==> src/cvkr_pkg.sv <==
// Shared constants and types for the Cyrillic Vigenere key recovery and decrypt block.
package cvkr_pkg;

  // Item kind carried on tuser of the input channel.
  typedef enum logic {
    KIND_LEARN   = 1'b0,
    KIND_DECRYPT = 1'b1
  } kind_t;

  // Windows-1251 Cyrillic letters occupy 192..255: the top two bits are set.
  localparam logic [1:0] LETTER_TAG = 2'b11;
  localparam int unsigned ALPHA_BITS = 5;

  typedef logic [ALPHA_BITS-1:0] shift_t;

  function automatic logic is_letter(input logic [7:0] b);
    return b[7:6] == LETTER_TAG;
  endfunction

  // Rotates a letter back by k inside its own 32-letter case range.
  function automatic logic [7:0] shift_back(input logic [7:0] b, input shift_t k);
    shift_t pos;
    pos = b[ALPHA_BITS-1:0] - k;
    if (is_letter(b)) begin
      return {b[7:ALPHA_BITS], pos};
    end
    return b;
  endfunction

endpackage

==> src/cyrillic_vigenere_key_recover_decrypt.sv <==
// Vigenere key recovery from a known-text line and decryption of later ciphertext.
//
// Input channel (in_*): one item per character byte. in_tuser is the item kind
// (0 learn pair, 1 ciphertext byte to decrypt), in_tlast marks the last byte of
// a line. A learn line pairs known plaintext with ciphertext; at its end the key
// becomes valid if every column got a consistent shift and no length mismatch
// was flagged. Any learn item makes the key invalid until its line closes.
// Output channel (out_*): one item per input item, with the decrypted byte (the
// cipher byte echoed on learn items or while no key is valid), the key valid
// flag on out_tuser and the line end copied to out_tlast.
// Throughput is one item per cycle while the receiver does not stall: the key
// table, the column counter and the learn flags are updated by a single subtract
// and compare on the registered input item, so each item sees the state left by
// the one before it. Items pass the input register, then the result register.
// Reset (synchronous, rst_n low) clears the key table, the learned marks, the
// flags, the column and the valid flags of both pipeline registers. When the
// receiver stalls, the result register holds, the input register fills and then
// in_tready drops; no item is lost or repeated.
module cyrillic_vigenere_key_recover_decrypt #(
  parameter int unsigned KEY_PERIOD = 10
) (
  input  logic        clk,
  input  logic        rst_n,
  input  logic        in_tvalid,
  output logic        in_tready,
  input  logic [23:0] in_tdata,   // cipher_byte[7:0], plain_byte[15:8], pair_complete[16], zero
  input  logic [0:0]  in_tuser,   // kind[0]
  input  logic        in_tlast,   // line_end
  output logic        out_tvalid,
  input  logic        out_tready,
  output logic [7:0]  out_tdata,  // out_byte[7:0]
  output logic [0:0]  out_tuser,  // key_valid[0]
  output logic        out_tlast   // line_last
);

  localparam int unsigned COL_W = (KEY_PERIOD > 1) ? $clog2(KEY_PERIOD) : 1;

  // Input register.
  logic                s1_valid_r;
  cvkr_pkg::kind_t     s1_kind_r;
  logic [7:0]          s1_cipher_r;
  logic [7:0]          s1_plain_r;
  logic                s1_complete_r;
  logic                s1_last_r;

  // Key state.
  cvkr_pkg::shift_t    key_shift_r [KEY_PERIOD];
  logic [KEY_PERIOD-1:0] shift_known_r, shift_known_nxt;
  logic                learn_failed_r, learn_failed_nxt;
  logic                key_ready_r, key_ready_nxt;
  logic [COL_W-1:0]    column_r, column_nxt;

  // Result register.
  logic                out_valid_r;
  logic [7:0]          out_byte_r, out_byte_nxt;
  logic                out_key_r;
  logic                out_last_r;

  logic                s1_fire;
  logic                learn_set;
  cvkr_pkg::shift_t    pair_shift;
  cvkr_pkg::shift_t    col_shift;

  assign s1_fire   = s1_valid_r && (!out_valid_r || out_tready);
  assign in_tready = !s1_valid_r || s1_fire;

  assign pair_shift = s1_cipher_r[cvkr_pkg::ALPHA_BITS-1:0]
                    - s1_plain_r[cvkr_pkg::ALPHA_BITS-1:0];
  assign col_shift  = key_shift_r[column_r];

  always_comb begin
    shift_known_nxt  = shift_known_r;
    learn_failed_nxt = learn_failed_r;
    key_ready_nxt    = key_ready_r;
    learn_set        = 1'b0;
    out_byte_nxt     = s1_cipher_r;

    if (s1_kind_r == cvkr_pkg::KIND_LEARN) begin
      key_ready_nxt = 1'b0;
      if (!s1_complete_r) begin
        learn_failed_nxt = 1'b1;
      end else if (cvkr_pkg::is_letter(s1_cipher_r) && cvkr_pkg::is_letter(s1_plain_r)) begin
        if (shift_known_r[column_r]) begin
          if (col_shift != pair_shift) begin
            learn_failed_nxt = 1'b1;
          end
        end else begin
          learn_set                 = 1'b1;
          shift_known_nxt[column_r] = 1'b1;
        end
      end
      // Closing the line decides the key and starts the next line fresh.
      if (s1_last_r) begin
        key_ready_nxt    = (&shift_known_nxt) && !learn_failed_nxt;
        shift_known_nxt  = '0;
        learn_failed_nxt = 1'b0;
      end
    end else if (key_ready_r) begin
      out_byte_nxt = cvkr_pkg::shift_back(s1_cipher_r, col_shift);
    end

    if (s1_last_r || (column_r == COL_W'(KEY_PERIOD - 1))) begin
      column_nxt = '0;
    end else begin
      column_nxt = column_r + COL_W'(1);
    end
  end

  always_ff @(posedge clk) begin
    if (!rst_n) begin
      s1_valid_r <= 1'b0;
    end else if (in_tready) begin
      s1_valid_r <= in_tvalid;
    end
    if (in_tready) begin
      s1_kind_r     <= cvkr_pkg::kind_t'(in_tuser[0]);
      s1_cipher_r   <= in_tdata[7:0];
      s1_plain_r    <= in_tdata[15:8];
      s1_complete_r <= in_tdata[16];
      s1_last_r     <= in_tlast;
    end
  end

  always_ff @(posedge clk) begin
    if (!rst_n) begin
      shift_known_r  <= '0;
      learn_failed_r <= 1'b0;
      key_ready_r    <= 1'b0;
      column_r       <= '0;
      for (int i = 0; i < KEY_PERIOD; i++) begin
        key_shift_r[i] <= '0;
      end
    end else if (s1_fire) begin
      shift_known_r  <= shift_known_nxt;
      learn_failed_r <= learn_failed_nxt;
      key_ready_r    <= key_ready_nxt;
      column_r       <= column_nxt;
      if (learn_set) begin
        key_shift_r[column_r] <= pair_shift;
      end
    end
  end

  always_ff @(posedge clk) begin
    if (!rst_n) begin
      out_valid_r <= 1'b0;
    end else if (s1_fire) begin
      out_valid_r <= 1'b1;
    end else if (out_tready) begin
      out_valid_r <= 1'b0;
    end
    if (s1_fire) begin
      out_byte_r <= out_byte_nxt;
      out_key_r  <= key_ready_nxt;
      out_last_r <= s1_last_r;
    end
  end

  assign out_tvalid   = out_valid_r;
  assign out_tdata    = out_byte_r;
  assign out_tuser[0] = out_key_r;
  assign out_tlast    = out_last_r;

  a_column_range: assert property (@(posedge clk) disable iff (!rst_n)
    column_r <= COL_W'(KEY_PERIOD - 1))
    else $error("column counter left the key period");

  a_result_follows: assert property (@(posedge clk) disable iff (!rst_n)
    s1_fire |=> out_valid_r)
    else $error("processed item produced no result");

  a_line_close: assert property (@(posedge clk) disable iff (!rst_n)
    s1_fire && s1_last_r && s1_kind_r == cvkr_pkg::KIND_LEARN
      |=> column_r == '0 && shift_known_r == '0 && !learn_failed_r)
    else $error("line end did not reset the learn state");

  a_learn_blocks_key: assert property (@(posedge clk) disable iff (!rst_n)
    s1_fire && s1_kind_r == cvkr_pkg::KIND_LEARN && !s1_last_r |=> !key_ready_r)
    else $error("key valid in the middle of a learn line");

  a_no_key_echo: assert property (@(posedge clk) disable iff (!rst_n)
    s1_fire && s1_kind_r == cvkr_pkg::KIND_DECRYPT && !key_ready_r
      |=> out_byte_r == $past(s1_cipher_r))
    else $error("byte altered while no key is valid");

endmodule

==> config.mk <==
export PLATFORM = sky130hd
export DESIGN_NAME = cyrillic_vigenere_key_recover_decrypt
export DESIGN_NICKNAME = d
export VERILOG_FILES = /design/src/cvkr_pkg.sv /design/src/cyrillic_vigenere_key_recover_decrypt.sv
export SDC_FILE = /design/constraint.sdc
export NUM_CORES = 1
export LEC_CHECK = 0
export BUFFER_PORTS_ARGS = -buffer_cell sky130_fd_sc_hd__clkbuf_2
export CORE_UTILIZATION = 43
export DETAILED_ROUTE_END_ITERATION = 10
export GPL_ROUTABILITY_DRIVEN = 0
export PLACE_DENSITY = 0.66
export SLEW_MARGIN = 10
export SYNTH_ARGS = -nofsm -noshare
export SYNTH_HDL_FRONTEND = slang
export SYNTH_SLANG_ARGS = --single-unit
==> constraint.sdc <==
create_clock -name clk -period 3.2 [get_ports clk]
set_clock_uncertainty 0.2 [all_clocks]
set_input_delay 0.16 -clock clk [delete_from_list [all_inputs] [get_ports clk]]
set_output_delay 0.16 -clock clk [all_outputs]
set_load 0.005 [all_outputs]
==> out/summary.txt <==
length of the first detailed-routing pass in iterations = 5
Residual DRC = 0
number of nets in the layout = 598
sum of routed wire length over all layers = 14.1 mm
antenna diode instance count = 0
most area-hungry cell type in the Yosys netlist = edfxtp_1
endpoint of the worst-slack reg-to-reg timing path = out_tdata[4]$_DFFE_PP_
cts bufs inserted = 17
yosys warns = 0
crit end category = flip-flop
final critical-path share of the clock period = 0.937
power share of the combinational group = 0.068
Post-synth ARST share = 0
crit path kind = flip-flop to flip-flop
adder and majority gate portion of the synthesized area = 0.0321
clock period minus final worst setup slack = 3.00 ns
number of endpoints failing setup at the final stage = 0
total core area = 0.0133 mm^2
Max Clk Rate = 334 MHz
Max Cap Violations = 0
switching fraction of total power = 0.210
residual antenna-violating net count after detailed routing = 0
switching pwr = 906 uW
area of the die = 0.0143 mm^2
final total power = 4.32 mW
RSZ-0062 raised after global routing = false
global-route wire length before repair = 21.8 mm
sort of element at the start of the critical path = flip-flop
Fin Setup TNS = 0 ns
routed via count = 4101
buffer levels on the longest clock path = 2
CTS root buffer = clkbuf_16
placed insts = 685
residual overflow from global routing = 0
Most used DFF post-synth = edfxtp_1
startpoint of the lowest-slack hold path = rst_n
required time of the critical path = 3.17 ns
run status = complete, no violations
number of antenna violations at the first check in global routing = 0
Pleak = 2.63 nW
count of state elements after synthesis = 130
Arrival @ worst endpoint = 2.97 ns
H-tree level count = 4
HPWL after detailed placement = 9.65 mm
cell types with the largest area share after synthesis = edfxtp_1 55%, dfxtp_1 7.4%, mux4_2 4.6%, nor2_1 4.5%, mux2i_1 2.9%
count of cell types in the netlist = 56
num ports = 42
maximum VDD drop = 0.000344 V
PwrDens = 583 mW/mm^2
max-slew violation total from the final report = 0
Post-Syn Area = 0.00593 mm^2
vias per cell = 5.52
share of final-layout standard cells stronger than drive strength 1 = 0.249
clock power share = 0.492
Synth Area in XOR/XNOR = 0.0192
Post-synth EDFFs = 108
R2R cell count = 13
Horiz. Die Dim = 119 um
placement-stage cell area = 0.00648 mm^2
height of the chip = 119 um
Initial Utilization = 0.444
endpoints failing hold = 0
number of nets in the synthesized netlist = 504
maximum number of pins on one net before global-route repair = 21
Syn-to-layout area delta = 25.0%
Max-slew headroom = 0.441
end of the worst hold path = out_tvalid$_SDFFE_PN0P_
average cell area after synthesis = 12.9 um^2
initial detailed-routing violation count = 362
Rows = 42
final standard cell count with taps included and fillers excluded = 743
most frequent cell after synthesis = edfxtp_1
vias in the first global route = 4046
complex-gate fraction of the synthesized area = 0.0790
clock-pin slew on the worst setup and hold paths = 0.06 ns
worst hold-check path type = input port to flip-flop
largest family of logic cells by synthesized area = simple AND/OR/NAND/NOR gates
fraction of synthesized cell area taken by the top area cell type = 0.547
routed len/inst = 19.0 um
global router's overall resource usage = 0.211
setup slack, reg-to-reg = 0.20 ns
design internal power = 3.41 mW
TritonCTS clock tree = built
gate count after technology mapping = 460
largest fanout on the critical path = 15
finished layout cell area = 0.00741 mm^2
insertion delay of the later-clocked pin in the worst-skew pair = 0.43 ns
multiplexer area fraction after synthesis = 0.0952
Synth Area in Simple Gates = 0.121
clock net sink count = 130
sequential fraction of the synthesis area = 0.622
Worst Max-Slew Pin Slew = 0.837 ns
part of the total power dissipated in sequential elements = 0.440
Commonest cells post-synth = 108 x edfxtp_1, 71 x nor2_1, 28 x nand2_1
number of buffers inserted by port buffering = 33
worst hold path stage count = 2
-- layout by cell type (no fill, tap or decap), types with 3 or more instances in the layout --
master and count:
o21a_1 3, clkinv_2 3, clkinv_4 3, a21oi_1 9
clkbuf_2 33, edfxtp_1 108, a22oi_1 4, nor3_1 4
o21ai_0 11, o22ai_1 6, mux2_2 11, buf_4 40
dlygate4sd3_1 21, o31ai_1 3, xnor2_1 5, xor2_1 8
nor2_1 71, nand3_1 9, a21o_1 3, a31oi_1 10
o21ai_1 4, nor2b_1 9, nand2b_1 6, nand2_1 27
clkbuf_16 17, mux2i_1 17, nand4_1 10, bufinv_16 5
mux4_2 12, ha_1 12, dfxtp_1 20, inv_1 17
-- cell type report --
cell class	instances	area [um^2]
Fill cell	1117	5940
Sequential cell	130	3690
Multi-Input combinational cell	290	2080
Timing Repair Buffer	95	696
Clock buffer	19	443
Tap cell	176	220
Clock inverter	13	208
Inverter	20	75.1
-- worst max path at each step --
stage,start,to,slack (ns),cells after the start
after detailed placement,flip-flop,out_tdata[4]$_DFFE_PP_,0.08,12
after floorplan,flip-flop,out_tdata[4]$_DFFE_PP_,0.28,14
after global placement,flip-flop,out_tdata[4]$_DFFE_PP_,0.15,12
after CTS,flip-flop,out_tdata[4]$_DFFE_PP_,0.06,12
after global routing,flip-flop,out_tdata[4]$_DFFE_PP_,0.02,13
final,flip-flop,out_tdata[4]$_DFFE_PP_,0.20,13
-- cell families (layout without fill, tap and decap cells) --
| logic type | count (synthesis) | count (layout) |
|---|---|---|
| compound gates | 69 | 69 |
| flops | 130 | 130 |
| fa+ha+maj | 14 | 14 |
| buf+inv | 40 | 147 |
| mux | 40 | 40 |
| xor+xnor | 13 | 13 |
| simple gates | 154 | 154 |
-- per-stage QoR --
| stage | utilization | setup slack, ns | hold slack (ns) |
|---|---|---|---|
| floorplan | - | 0.276 | 0.0589 |
| CTS | 0.550 | 0.0625 | 0.0749 |
| finish | 0.555 | 0.202 | 0.0844 |
| global placement | 0.486 | 0.153 | 0.138 |
| detailed placement | 0.486 | 0.0817 | 0.139 |
| global route | 0.555 | 0.0190 | 0.102 |
-- flip-flops by register name, indices dropped and copies added, names as in the netlist, named ones only --
name,count
s1_valid_r,1
out_tlast,1
s1_cipher_r,8
s1_complete_r,1
out_tvalid,1
column_r,4
learn_failed_r,1
key_ready_r,1
s1_last_r,1
key_shift_r,80
s1_kind_r,1
s1_plain_r,7
out_tuser,1
shift_known_r,10
out_tdata,8
-- repair_timing --
item	in CTS	in global routing
setup endpoints to repair	0	4
setup buffers	0	5
hold buffers	21	0
resized for setup	0	7
hold endpoints to repair	20	0
-- layer usage --
layer  vias up  global-route usage  share of wire
met1      2018               0.261           0.40
met3        27              0.0498          0.061
li1       1910                   -              -
met2       146               0.355           0.51
met4         0              0.0867          0.019
met5         -                   0              0
-- critical path, cell delays in order (launching register included) --
cell      delay, ns
dfxtp_1        0.36
buf_12         0.16
mux2i_1        0.10
a22o_1         0.29
nor3_1         0.14
o21bai_1       0.13
ha_1           0.18
inv_1          0.07
fa_1           0.38
a21o_1         0.20
a21oi_2        0.14
xnor2_1        0.14
nor2_1         0.09
xor2_1         0.15
-- power groups by stage --
stage / logic [mW] / clock network [mW] / registers [mW]
floorplan: 0.183 / 0 / 1.92
global placement: 0.255 / 0 / 1.93
detailed placement: 0.264 / 0 / 1.93
CTS: 0.288 / 2.14 / 1.90
global route: 0.321 / 2.21 / 1.91
finish: 0.294 / 2.12 / 1.90
(Power assumes the default switching activity.)
